`src/hdl/retf_pkg.sv`:
```
// Shared types and constants for the ray edge triple finder.
// Used by retf_front, retf_evq, retf_back and ray_edge_triple_finder; no dependencies.
package retf_pkg;

	localparam int PIX_W       = 8;
	localparam int MEAN_W      = 16;
	localparam int POS_W       = 10;
	localparam int STRENGTH_W  = 16;
	localparam int SCORE_W     = 18;
	localparam int RATE_W      = 9;
	localparam int THRESH_W    = 16;
	localparam int PENALTY_W   = 16;
	localparam int CFG_IDX_W   = 2;
	localparam int CFG_DATA_W  = 16;

	localparam int POS_LIMIT              = (1 << POS_W) - 1;
	localparam int MAX_RAY_LENGTH_DEFAULT = 1024;
	localparam int EVQ_DEPTH_DEFAULT      = 4;

	// Register indexes of the configuration port.
	localparam logic [CFG_IDX_W-1:0] REG_MEAN_RATE      = 2'd0;
	localparam logic [CFG_IDX_W-1:0] REG_EDGE_THRESHOLD = 2'd1;
	localparam logic [CFG_IDX_W-1:0] REG_GAP_PENALTY    = 2'd2;

	localparam logic [RATE_W-1:0]    MEAN_RATE_RESET      = 9'd26;
	localparam logic [THRESH_W-1:0]  EDGE_THRESHOLD_RESET = 16'd5120;
	localparam logic [PENALTY_W-1:0] GAP_PENALTY_RESET    = 16'd256;

	typedef struct packed {
		logic [RATE_W-1:0]    mean_rate;
		logic [THRESH_W-1:0]  edge_threshold;
		logic [PENALTY_W-1:0] gap_penalty;
	} cfg_t;

	// One entry of the event queue: a transition, the end of a ray, or both.
	typedef struct packed {
		logic                  edge_hit;
		logic                  last;
		logic [POS_W-1:0]      pos;
		logic [STRENGTH_W-1:0] strength;
	} evt_t;

	typedef struct packed {
		logic               found;
		logic [POS_W-1:0]   pos0;
		logic [POS_W-1:0]   pos1;
		logic [POS_W-1:0]   pos2;
		logic [SCORE_W-1:0] score;
	} res_t;

endpackage

```
`src/hdl/retf_front.sv`:
```
// Front end: running mean, edge detection and position counting per pixel.
// Emits transition and end-of-ray events. Depends on retf_pkg.
module retf_front #(
	parameter int MAX_RAY_LENGTH = retf_pkg::MAX_RAY_LENGTH_DEFAULT
) (
	input  logic                        clk,
	input  logic                        arst_n,
	input  retf_pkg::cfg_t              cfg,
	input  logic                        pix_valid,
	input  logic [retf_pkg::PIX_W-1:0]  pix,
	input  logic                        pix_last,
	input  logic                        evq_full,
	output logic                        pix_ready,
	output logic                        evt_push,
	output retf_pkg::evt_t              evt
);

	localparam int POS_MAX = (MAX_RAY_LENGTH - 1 < retf_pkg::POS_LIMIT) ?
		MAX_RAY_LENGTH - 1 : retf_pkg::POS_LIMIT;
	localparam logic [retf_pkg::POS_W-1:0] POS_MAX_V = retf_pkg::POS_W'(POS_MAX);

	logic [retf_pkg::MEAN_W-1:0] mean_q;
	logic                        started_q;
	logic                        inside_q;
	logic [retf_pkg::POS_W-1:0]  pcnt_q;

	logic                              accept;
	logic signed [17:0]                dv;
	logic signed [27:0]                prod;
	logic signed [19:0]                step_v;
	logic signed [19:0]                mean_sum;
	logic [retf_pkg::MEAN_W-1:0]       mean_next;
	logic [17:0]                       mag_w;
	logic [retf_pkg::STRENGTH_W-1:0]   mag;
	logic                              over;
	logic                              edge_hit;

	assign pix_ready = !evq_full;
	assign accept    = pix_valid && pix_ready;

	always_comb begin
		dv       = $signed({2'b00, pix, 8'h00}) - $signed({2'b00, mean_q});
		prod     = $signed({1'b0, cfg.mean_rate}) * dv;
		// Arithmetic shift gives the floor of the scaled step.
		step_v   = prod[27:8];
		mean_sum = $signed({4'b0000, mean_q}) + step_v;
		if (mean_sum < 0) begin
			mean_next = '0;
		end else if (mean_sum > 20'sd65535) begin
			mean_next = '1;
		end else begin
			mean_next = mean_sum[retf_pkg::MEAN_W-1:0];
		end
		mag_w    = dv[17] ? 18'(-dv) : 18'(dv);
		mag      = mag_w[retf_pkg::STRENGTH_W-1:0];
		over     = mag >= cfg.edge_threshold;
		edge_hit = started_q && over && !inside_q;
	end

	assign evt_push      = accept && (edge_hit || pix_last);
	assign evt.edge_hit  = edge_hit;
	assign evt.last      = pix_last;
	assign evt.pos       = pcnt_q;
	assign evt.strength  = mag;

	always_ff @(posedge clk or negedge arst_n) begin
		if (!arst_n) begin
			mean_q    <= '0;
			started_q <= 1'b0;
			inside_q  <= 1'b0;
			pcnt_q    <= '0;
		end else if (accept) begin
			if (pix_last) begin
				mean_q    <= '0;
				started_q <= 1'b0;
				inside_q  <= 1'b0;
				pcnt_q    <= '0;
			end else begin
				pcnt_q <= (pcnt_q == POS_MAX_V) ? POS_MAX_V : pcnt_q + 1'b1;
				if (!started_q) begin
					started_q <= 1'b1;
					mean_q    <= {pix, 8'h00};
					inside_q  <= 1'b0;
				end else begin
					mean_q   <= mean_next;
					inside_q <= over;
				end
			end
		end
	end

endmodule

```
`src/hdl/retf_evq.sv`:
```
// Short event queue between the front end and the scoring back end.
// Register ring with one push and one pop port. Depends on retf_pkg.
module retf_evq #(
	parameter int DEPTH = retf_pkg::EVQ_DEPTH_DEFAULT
) (
	input  logic           clk,
	input  logic           arst_n,
	input  logic           push,
	input  retf_pkg::evt_t push_data,
	input  logic           pop,
	output retf_pkg::evt_t head,
	output logic           full,
	output logic           empty
);

	localparam int PTR_W = (DEPTH > 1) ? $clog2(DEPTH) : 1;
	localparam int CNT_W = $clog2(DEPTH + 1);
	localparam logic [PTR_W-1:0] PTR_LAST = PTR_W'(DEPTH - 1);
	localparam logic [CNT_W-1:0] CNT_FULL = CNT_W'(DEPTH);

	retf_pkg::evt_t    slot_q [DEPTH];
	logic [PTR_W-1:0]  wr_ptr_q;
	logic [PTR_W-1:0]  rd_ptr_q;
	logic [CNT_W-1:0]  count_q;

	assign full  = count_q == CNT_FULL;
	assign empty = count_q == '0;
	assign head  = slot_q[rd_ptr_q];

	always_ff @(posedge clk) begin
		if (push) begin
			slot_q[wr_ptr_q] <= push_data;
		end
	end

	always_ff @(posedge clk or negedge arst_n) begin
		if (!arst_n) begin
			wr_ptr_q <= '0;
			rd_ptr_q <= '0;
			count_q  <= '0;
		end else begin
			if (push) begin
				wr_ptr_q <= (wr_ptr_q == PTR_LAST) ? '0 : wr_ptr_q + 1'b1;
			end
			if (pop) begin
				rd_ptr_q <= (rd_ptr_q == PTR_LAST) ? '0 : rd_ptr_q + 1'b1;
			end
			if (push && !pop) begin
				count_q <= count_q + 1'b1;
			end else if (pop && !push) begin
				count_q <= count_q - 1'b1;
			end
		end
	end

endmodule

```
`src/hdl/retf_back.sv`:
```
// Back end: scores each window of three transitions, keeps the best one and
// drives the registered result at the end of a ray. Depends on retf_pkg.
module retf_back (
	input  logic                             clk,
	input  logic                             arst_n,
	input  logic [retf_pkg::PENALTY_W-1:0]   gap_penalty,
	input  retf_pkg::evt_t                   head,
	input  logic                             empty,
	output logic                             pop,
	output logic                             res_valid,
	input  logic                             res_ready,
	output retf_pkg::res_t                   res
);

	localparam logic [2:0] S_IDLE = 3'd0;
	localparam logic [2:0] S_SQ   = 3'd1;
	localparam logic [2:0] S_PEN  = 3'd2;
	localparam logic [2:0] S_CMP  = 3'd3;
	localparam logic [2:0] S_FIN  = 3'd4;

	localparam int SQ_W  = 22;
	localparam int PEN_W = retf_pkg::PENALTY_W + SQ_W;

	logic [2:0]                        state_q;
	retf_pkg::evt_t                    ev_q;
	logic [1:0]                        seen_q;
	logic [retf_pkg::POS_W-1:0]        rpos_q [2];
	logic [retf_pkg::STRENGTH_W-1:0]   rstr_q [2];
	logic [retf_pkg::SCORE_W-1:0]      top_q;
	logic [retf_pkg::POS_W-1:0]        tpos_q [3];
	logic [SQ_W-1:0]                   sq_q;
	logic [retf_pkg::SCORE_W-1:0]      sum_q;
	logic [PEN_W-1:0]                  pen_q;
	logic                              out_valid_q;
	retf_pkg::res_t                    out_q;

	logic signed [11:0]                gap_diff;
	logic signed [23:0]                gap_sq;
	logic [PEN_W:0]                    bar;
	logic                              better;
	logic                              load_out;

	always_comb begin
		// Difference of the two gaps: pos - 2*p1 + p0.
		gap_diff = $signed({2'b00, ev_q.pos}) - $signed({1'b0, rpos_q[1], 1'b0})
			+ $signed({2'b00, rpos_q[0]});
		gap_sq   = gap_diff * gap_diff;
		// The score beats the kept best when sum > penalty term + best.
		bar      = {1'b0, pen_q} + (PEN_W + 1)'(top_q);
		better   = (PEN_W + 1)'(sum_q) > bar;
	end

	assign pop       = (state_q == S_IDLE) && !empty;
	assign load_out  = (state_q == S_FIN) && (!out_valid_q || res_ready);
	assign res_valid = out_valid_q;
	assign res       = out_q;

	always_ff @(posedge clk) begin
		if (pop) begin
			ev_q <= head;
		end
		if (state_q == S_SQ) begin
			sq_q  <= gap_sq[SQ_W-1:0];
			sum_q <= retf_pkg::SCORE_W'(rstr_q[0]) + retf_pkg::SCORE_W'(rstr_q[1])
				+ retf_pkg::SCORE_W'(ev_q.strength);
		end
		if (state_q == S_PEN) begin
			pen_q <= gap_penalty * sq_q;
		end
		if (load_out) begin
			out_q.found <= top_q != '0;
			out_q.pos0  <= (top_q != '0) ? tpos_q[0] : '0;
			out_q.pos1  <= (top_q != '0) ? tpos_q[1] : '0;
			out_q.pos2  <= (top_q != '0) ? tpos_q[2] : '0;
			out_q.score <= top_q;
		end
	end

	always_ff @(posedge clk or negedge arst_n) begin
		if (!arst_n) begin
			state_q     <= S_IDLE;
			seen_q      <= '0;
			rpos_q[0]   <= '0;
			rpos_q[1]   <= '0;
			rstr_q[0]   <= '0;
			rstr_q[1]   <= '0;
			top_q       <= '0;
			tpos_q[0]   <= '0;
			tpos_q[1]   <= '0;
			tpos_q[2]   <= '0;
			out_valid_q <= 1'b0;
		end else begin
			if (load_out) begin
				out_valid_q <= 1'b1;
			end else if (res_ready) begin
				out_valid_q <= 1'b0;
			end
			unique case (state_q)
				S_IDLE: begin
					if (!empty) begin
						state_q <= head.edge_hit ? S_SQ : S_FIN;
					end
				end
				S_SQ: begin
					state_q <= S_PEN;
				end
				S_PEN: begin
					state_q <= S_CMP;
				end
				S_CMP: begin
					if (seen_q == 2'd2 && better) begin
						top_q     <= sum_q - pen_q[retf_pkg::SCORE_W-1:0];
						tpos_q[0] <= rpos_q[0];
						tpos_q[1] <= rpos_q[1];
						tpos_q[2] <= ev_q.pos;
					end
					rpos_q[0] <= rpos_q[1];
					rstr_q[0] <= rstr_q[1];
					rpos_q[1] <= ev_q.pos;
					rstr_q[1] <= ev_q.strength;
					if (seen_q != 2'd2) begin
						seen_q <= seen_q + 1'b1;
					end
					state_q <= ev_q.last ? S_FIN : S_IDLE;
				end
				S_FIN: begin
					if (load_out) begin
						seen_q    <= '0;
						rpos_q[0] <= '0;
						rpos_q[1] <= '0;
						rstr_q[0] <= '0;
						rstr_q[1] <= '0;
						top_q     <= '0;
						tpos_q[0] <= '0;
						tpos_q[1] <= '0;
						tpos_q[2] <= '0;
						state_q   <= S_IDLE;
					end
				end
				default: begin
					state_q <= S_IDLE;
				end
			endcase
		end
	end

endmodule

```
`src/hdl/ray_edge_triple_finder.sv`:
```
// Ray edge triple finder: pixels of one ray stream in, one per cycle while the
// event queue has room, and the best triple of edge transitions comes out at the
// end of the ray. The front end updates the running mean with one multiply per
// pixel and takes a pixel every cycle while the queue has room; only transitions
// and end-of-ray pixels enter the event queue (EVQ_DEPTH entries). The back end
// takes a transition through pop, gap square, penalty multiply and compare, and
// an end-of-ray event through pop and final, or from compare to final when it
// closes a transition on the same pixel; it holds in its final state while the
// previous result waits on m_axis_tready. Input therefore stalls only when the
// queue fills: transitions outpacing the back end for longer than the queue can
// absorb, or a result held back at the output. No clearing pass after reset.
// Depends on retf_pkg, retf_front, retf_evq and retf_back.
module ray_edge_triple_finder #(
	parameter int MAX_RAY_LENGTH = retf_pkg::MAX_RAY_LENGTH_DEFAULT,
	parameter int EVQ_DEPTH      = retf_pkg::EVQ_DEPTH_DEFAULT
) (
	input  logic                              clk,
	input  logic                              arst_n,
	input  logic                              s_axis_tvalid,
	output logic                              s_axis_tready,
	input  logic [7:0]                        s_axis_tdata,  // pixel_value[7:0]
	input  logic                              s_axis_tlast,  // end_of_ray
	output logic                              m_axis_tvalid,
	input  logic                              m_axis_tready,
	// first_position[9:0], second_position[19:10], third_position[29:20],
	// best_score[47:30]
	output logic [47:0]                       m_axis_tdata,
	output logic [0:0]                        m_axis_tuser,  // found[0]
	input  logic                              cfg_we,
	input  logic [retf_pkg::CFG_IDX_W-1:0]    cfg_index,
	input  logic [retf_pkg::CFG_DATA_W-1:0]   cfg_wdata
);

	retf_pkg::cfg_t cfg_q;
	retf_pkg::evt_t evt_in;
	retf_pkg::evt_t evt_head;
	retf_pkg::res_t res;
	logic           evt_push;
	logic           evt_pop;
	logic           evq_full;
	logic           evq_empty;

	always_ff @(posedge clk or negedge arst_n) begin
		if (!arst_n) begin
			cfg_q.mean_rate      <= retf_pkg::MEAN_RATE_RESET;
			cfg_q.edge_threshold <= retf_pkg::EDGE_THRESHOLD_RESET;
			cfg_q.gap_penalty    <= retf_pkg::GAP_PENALTY_RESET;
		end else if (cfg_we) begin
			unique case (cfg_index)
				retf_pkg::REG_MEAN_RATE: begin
					cfg_q.mean_rate <= cfg_wdata[retf_pkg::RATE_W-1:0];
				end
				retf_pkg::REG_EDGE_THRESHOLD: begin
					cfg_q.edge_threshold <= cfg_wdata[retf_pkg::THRESH_W-1:0];
				end
				retf_pkg::REG_GAP_PENALTY: begin
					cfg_q.gap_penalty <= cfg_wdata[retf_pkg::PENALTY_W-1:0];
				end
				default: begin
				end
			endcase
		end
	end

	retf_front #(
		.MAX_RAY_LENGTH(MAX_RAY_LENGTH)
	) u_front (
		.clk      (clk),
		.arst_n   (arst_n),
		.cfg      (cfg_q),
		.pix_valid(s_axis_tvalid),
		.pix      (s_axis_tdata),
		.pix_last (s_axis_tlast),
		.evq_full (evq_full),
		.pix_ready(s_axis_tready),
		.evt_push (evt_push),
		.evt      (evt_in)
	);

	retf_evq #(
		.DEPTH(EVQ_DEPTH)
	) u_evq (
		.clk      (clk),
		.arst_n   (arst_n),
		.push     (evt_push),
		.push_data(evt_in),
		.pop      (evt_pop),
		.head     (evt_head),
		.full     (evq_full),
		.empty    (evq_empty)
	);

	retf_back u_back (
		.clk        (clk),
		.arst_n     (arst_n),
		.gap_penalty(cfg_q.gap_penalty),
		.head       (evt_head),
		.empty      (evq_empty),
		.pop        (evt_pop),
		.res_valid  (m_axis_tvalid),
		.res_ready  (m_axis_tready),
		.res        (res)
	);

	assign m_axis_tdata = {res.score, res.pos2, res.pos1, res.pos0};
	assign m_axis_tuser = res.found;

	// A result without a triple carries all-zero positions and score.
	a_empty_result: assert property (@(posedge clk) disable iff (!arst_n)
		m_axis_tvalid && !m_axis_tuser[0] |-> m_axis_tdata == '0)
		else $error("result without triple has nonzero payload");

	// A found triple has a positive score and positions in ray order.
	a_found_order: assert property (@(posedge clk) disable iff (!arst_n)
		m_axis_tvalid && m_axis_tuser[0] |->
			res.score != '0 && res.pos0 <= res.pos1 && res.pos1 <= res.pos2)
		else $error("found triple out of order or with zero score");

	// The queue never takes an event while it is full.
	a_no_overflow: assert property (@(posedge clk) disable iff (!arst_n)
		evq_full && !evt_pop |-> !evt_push)
		else $error("event queue overflow");

endmodule
```
`config.mk`:
```
export PLATFORM = sky130hd
export DESIGN_NAME = ray_edge_triple_finder
export DESIGN_NICKNAME = d
export VERILOG_FILES = /design/src/hdl/retf_pkg.sv /design/src/hdl/retf_front.sv /design/src/hdl/retf_evq.sv /design/src/hdl/retf_back.sv /design/src/hdl/ray_edge_triple_finder.sv
export SDC_FILE = /design/constraint.sdc
export NUM_CORES = 2
export LEC_CHECK = 0
export BUFFER_PORTS_ARGS = -buffer_cell sky130_fd_sc_hd__buf_2
export CAP_MARGIN = 20
export CORE_UTILIZATION = 50
export CTS_BUF_LIST = sky130_fd_sc_hd__clkbuf_8 sky130_fd_sc_hd__clkbuf_16
export DETAILED_ROUTE_END_ITERATION = 12
export PLACE_DENSITY = 0.62
export REMOVE_ABC_BUFFERS = 1
export SLEW_MARGIN = 10
export SYNTH_ARGS = -nofsm -noshare
export SYNTH_HDL_FRONTEND = slang
export SYNTH_SLANG_ARGS = --single-unit
export TNS_END_PERCENT = 100
```
`constraint.sdc`:
```
create_clock -name clk -period 14.5 [get_ports clk]
set_clock_uncertainty 0.05 [all_clocks]
set_input_delay 2.175 -clock clk [delete_from_list [all_inputs] [get_ports clk]]
set_output_delay 2.175 -clock clk [all_outputs]
set_load 0.005 [all_outputs]
```
# After elaboration in Yosys (flattened, before gate mapping)
# Memory sizes are Yosys's and may differ from the RTL's.
# Cells that the tools add are included.
dict set report word_totals {
  out_inout_bits 51
  ramBits 112
  regBits 336
  n_memories 1
}
dict set report op_classes {
  reduce_logical 31
  n_mux 36
  eq_ne 16
  magnitude_cmp 4
  add_sub_neg 15
  mul 3
}
# memory words word_bits read_ports rd_clocked_by_memory_dff write_ports line_no
set mem_list {}
lappend mem_list {u_evq.slot_q 4 28 1 0 1 retf_evq.sv:21} ;# retf_pkg::evt_t slot_q [DEPTH];
# cell n
set op_table {}
lappend op_table {{$mux W16} 5}
lappend op_table {{$pmux W32 S2} 1}
lappend op_table {{$mux W30} 2}
lappend op_table {{$pmux W30 S2} 1}
lappend op_table {{$pmux W20 S2} 1}
lappend op_table {{$add A38 B18 Y39} 1}
lappend op_table {{$gt A18 B39 Y1} 1}
lappend op_table {{$mul A16 B22 Y38} 1}
lappend op_table {{$mux W18} 2}
lappend op_table {{$pmux W18 S2} 1}
lappend op_table {{$mux W32} 1}
lappend op_table {{$mul A10 B17 Y27} 1}
lappend op_table {{$mul A12 B12 Y22} 1}
lappend op_table {{$add A17 B20 Y20} 1}
lappend op_table {{$gt A20 B17 Y1 const B} 1}
lappend op_table {{$lt A20 B1 Y1 const B} 1}
lappend op_table {{$mux W10} 2}
lappend op_table {{$mux W20} 1}
lappend op_table {{$add A18 B16 Y18} 1}
lappend op_table {{$mux W3} 6}
lappend op_table {{$reduce_bool A18 Y1} 1}
lappend op_table {{$sub A18 B18 Y18} 1}
lappend op_table {{$add A16 B16 Y17} 1}
lappend op_table {{$sub A16 B16 Y17} 1}
lappend op_table {{28 further kinds} 69}

# Depth between registers and ports, before layout
dict set report depth {
  depth_word 12
  mapped_depth 40
}

# Hierarchy
# Synthesis repeated with hierarchy kept, for this count alone.
dict set report hier_totals {
  hier_cells 4239
  hier_area_um2 43488.0
}
# module cells_per_inst instances area_per_inst_um2
set modules_own_cells {}
lappend modules_own_cells {retf_back 2919 1 28524.9}
lappend modules_own_cells {retf_front 1049 1 8853.5}
lappend modules_own_cells {retf_evq 183 1 4456.8}
lappend modules_own_cells {ray_edge_triple_finder 88 1 1652.8}

# Worst setup path after synthesis
# Ideal clock, no wire load.
dict set report synth_timing {
  kind {input to register}
  start {input s_axis_tdata[0]}
  end {register u_front.mean_q[0] (netlist bit)}
  cell_stages 36
  required_time_ps 14311
  setup_slack_ps 4241
  arrival_time_ps 10071
  path_cell_list {ha_1 -> a31oi_1 -> o21bai_1 -> a21oi_1 -> o21bai_1 -> xor2_1 -> clkbuf_1 -> nand2_1 -> fa_1 -> inv_1 -> fa_1 -> fa_1 -> fa_1 -> inv_1 -> fa_1 -> inv_1 -> ha_1 -> a21o_1 -> a21o_1 -> a21o_1 -> a21o_1 -> a31o_2 -> a21oi_1 -> nor2b_1 -> o21ai_0 -> a21boi_0 -> xor2_1 -> ha_1 -> nand3_1 -> a211oi_1 -> nor2_1 -> or4_1 -> nand2_1 -> a311o_2 -> buf_4 -> o221ai_1}
}
dict set report synth_via {
  elab_chain_len 8
}
# item line_no
set synth_rtl {}
lappend synth_rtl {{from (decl)} ray_edge_triple_finder.sv:21} ;# input logic [7:0] s_axis_tdata,
lappend synth_rtl {{$sub A16 B16 Y17 (*)} retf_front.sv:42} ;# dv = $signed({2'b00, pix, 8'h00}) - $signed({2'b00, mean_q});
lappend synth_rtl {{$mul A10 B17 Y27 (*)} retf_front.sv:43} ;# prod = $signed({1'b0, cfg.mean_rate}) * dv;
lappend synth_rtl {{$add A17 B20 Y20 (*)} retf_front.sv:46} ;# mean_sum = $signed({4'b0000, mean_q}) + step_v;
lappend synth_rtl {{$gt A20 B17 Y1} retf_front.sv:49} ;# end else if (mean_sum > 20'sd65535) begin
lappend synth_rtl {{$mux W16} retf_front.sv:49}
lappend synth_rtl {{$mux W16 (*)} retf_front.sv:47} ;# if (mean_sum < 0) begin
lappend synth_rtl {{$mux W16 (*)} retf_front.sv:80} ;# if (!started_q) begin
lappend synth_rtl {{$mux W16 (*)} retf_front.sv:73} ;# if (pix_last) begin
lappend synth_rtl {{to (signal assigned)} retf_front.sv:82} ;# mean_q <= {pix, 8'h00};
lappend synth_rtl {{to (signal assigned)} retf_front.sv:85} ;# mean_q <= mean_next;
lappend synth_rtl {{to (decl)} retf_front.sv:22} ;# logic [retf_pkg::MEAN_W-1:0] mean_q;
# Mark *: on every way between the ends. The rest lies on a longest branch, timed or not.
# A chain may end at the register's enable or synchronous reset.

# Final worst setup path
# Same ends and word-level chain as after synthesis.

==> summary.txt <==
Clock tree
  – TritonCTS buffer count: between 50 and 60
  – Reg clk slew, reported paths: 0.06 ns
  – TritonCTS clock tree: done
  – Clock buffer depth: 3
  – Clock sinks: ~450
  – Skew-Pair Late Insertion Delay: around 0.61 ns
  – Cts hold-fix bufs: 0
  – Postcts setup bufs: 0
  – Post-cts resize count: 0
  – CTS root buffer: clkbuf_16
  – H-Tree Level Count: 2

Route
  – Avg Vias per Cell: between 5 and 6
  – Initial DRT Pass Iterations: 5
  – # DRC: 0
  – Via count: 29010
  – DR iter-0 viols: 1551
  – Wire per inst: between 15 and 20 um
  – Routed Antenna Nets: 0
  – Final WL: a little under 100000 um

Synthesis
  – Cell taking the most area after synthesis: fa_1
  – Post-synthesis cell type count: 82
  – Mean Syn Cell Area: 10.25 um2
  – Most used flip-flop cell after synthesis: edfxtp_1
  – Syn Inst Count: 4207
  – Synth Register Bits: between 400 and 500
  – Post-synth top area share: about a quarter
  – Post-synthesis sequential area ratio: 29.02%
  – Synthesized area: 0.04314 mm2
  – Top post-synthesis cells by area: fa_1, edfxtp_1, ha_1
  – Post-synth EDFFs: 265
  – Post-synth ARST share: slightly above 40%
  – YS warnings: 0

Global routing
  – Total grt overflow: 0
  – Largest net degree at the start of global routing: 70
  – Antenna violations before repair: 7
  – Global-route wire length before repair: ~160000 um
  – Vias in the first global route: about 30000
  – GR Util All Layers: a little under a quarter

Die
  – Die Wd: between 200 and 300 um
  – Die Ht: between 200 and 300 um
  – Io pins: a little over 80
  – Initial Utilization: roughly 51%
  – Row cnt: roughly 110
  – Core box area: 0.08528 mm2
  – Overall die area: between 0.08 and 0.09 mm2

Run status
  – Outcome: complete, no violations

STA
  – RSZ-0062 raised after global routing: no
  – Final Hold Fails: 0
  – Period utilisation layout: about three quarters
  – Max-slew violation count: 0
  – Setup WS post-layout: 3.566 ns
  – Max Clock Freq: 0.09145 GHz
  – Final setup vio count: 0
  – Crit path time final: 10.93 ns
  – Worst-margin pin slew: approximately 1.1 ns
  – Slew HR: roughly 27%
  – TNS Setup: 0 ns

Run
  – Max cap viols: 0

Setup path
  – Worst-path fanout max: 16
  – Arr. time, crit path: between 10 and 15 ns
  – Type of origin of the critical path: input port
  – Critical Path Slowest Stage Cell: xnor2_1
  – Crit path kind: in2reg
  – Crit path max-delay family: adder cells
  – CP bufs+invs: 4
  – CP endpoint kind: flip-flop
  – CP required: ~15 ns
  – Max stage delay on crit path: 0.85 ns

Hold path
  – Min-delay worst type: reg2reg

Place
  – GPL Wtd Cong: between 0.9 and 1
  – Post-DP HPWL: approximately 77000 um
  – Port Buffer Count: 82
  – Place WS: ~2.6 ns

Cells and area
  – Final #Nets: a little over 5000
  – Share of cells above drive strength 1: between 7 and 8%
  – Synthesis-to-finish area growth: 8.087%
logic make-up (layout without fill, tap and decap cells):
kind of cell,Yosys count,in the layout,share of synthesized area [%]
XOR/XNOR,199,199,4.041
adder cells (fa/ha/maj),891,891,34.96
AND/OR/NAND/NOR,1143,1143,12.58
other,2,7,0.01741
flip-flops,447,447,29.02
AO/OA/AOI/OAI,534,534,7.977
buffers and inverters,869,941,7.626
multiplexers,122,122,3.777
cell usage in the layout (no fill, tap or decap), drive strengths merged, types with 9 or more instances in the layout:
master | synthesis | routed
a211oi | 12 | 12
a21o | 60 | 60
a21oi | 139 | 139
a31o | 9 | 9
a31oi | 28 | 28
and2 | 211 | 211
and3 | 17 | 17
buf | 13 | 116
clkbuf | 128 | 60
clkinv | 4 | 18
dfrtp | 176 | 176
edfxtp | 265 | 265
fa | 524 | 524
ha | 367 | 367
inv | 724 | 735
mux2 | 46 | 46
mux2i | 48 | 48
mux4 | 28 | 28
nand2 | 526 | 526
nand2b | 23 | 23
nand3 | 66 | 66
nand4 | 12 | 12
nor2 | 128 | 128
nor2b | 53 | 53
nor3 | 44 | 44
nor4 | 15 | 15
o2111ai | 10 | 10
o211ai | 19 | 19
o21a | 20 | 20
o21ai | 127 | 127
o21bai | 25 | 25
o31ai | 20 | 20
or2 | 12 | 12
or3 | 14 | 14
xnor2 | 140 | 140
xor2 | 59 | 59
path summary, 6_finish.rpt:
path | start | to | slack [ns] | cells past startpoint
worst max register to register | u_front.mean_q[4] | u_front.mean_q[0] | 4.30 | 36
worst max-delay path | s_axis_tdata[0] | u_front.mean_q[0] | 3.57 | 36
worst min register to register | u_front.inside_q | u_front.inside_q | 0.43 | 2
worst min-delay path | u_front.inside_q | u_front.inside_q | 0.43 | 2
min in group asynchronous | arst_n | u_back.top_q[14] | 1.52 | 1
max in group asynchronous | arst_n | u_back.rstr_q[15] | 11.52 | 2
per-layer routing:
| layer | global-route usage, % | routed length, um | part of all wire, % | up-vias |
|---|---|---|---|---|
| li1 | - | - | - | 13730 |
| met5 | 0 | 46 | 0.047 | - |
| met4 | 7.974 | 3414 | 3.5 | 8 |
| met3 | 4.407 | 5783 | 5.9 | 162 |
| met2 | 38.37 | 46420 | 47 | 573 |
| met1 | 31.30 | 42990 | 44 | 14540 |
Yosys cell counts (all sizes together) (66+ instances only):
master / n
clkbuf: 128
nand3: 66
edfxtp: 265
o21ai: 127
nor2: 128
inv: 724
nand2: 526
a21oi: 139
ha: 367
xnor2: 140
fa: 524
dfrtp: 176
and2: 211
worst min-delay path: cells and delay by family, from the launching register on:
kind	cells	cell delay (ns)
compound gates	1	0.06
flops	1	0.34
simple gates	1	0.04
through the flow:
| step | util [%] | cell area, um2 | hold slack (ns) | instances |
|---|---|---|---|---|
| 2_1_floorplan | - | 42590 | 0.3913 | 4070 |
| 3_3_place_gp | 52.42 | 44700 | 0.4148 | 5327 |
| 3_5_place_dp | 52.42 | 44700 | 0.4230 | 5327 |
| 4_1_cts | 54.60 | 46560 | 0.4395 | 5423 |
| 5_1_grt | 54.67 | 46620 | 0.4649 | 5428 |
| 6_report | 54.67 | 46620 | 0.4322 | 5428 |
layout make-up:
cell class              instances  area (um2)
clock buffers                  59        1409
inverters                     728        2733
repair buffers                117       709.4
diodes                          1       2.502
fillers                      7554       38660
flip-flops and latches        447       12520
clock inverters                37       452.9
multi-input cells            2895       27370
well taps                    1144        1431
sequential cells by signal (all words and copies together), names as in the netlist, 20 cells and up:
signal / count
u_evq.slot_q: 112
u_back.sq_q: 21
u_back.rpos_q: 20
u_back.tpos_q: 30
u_back.ev_q: 27
u_back.res: 49
cfg_q: 41
u_back.rstr_q: 32
u_back.pen_q: 38
Power is left out: the tool's default activity adds up to more than one toggle a clock period on the data nets, which glitch-free logic cannot reach.
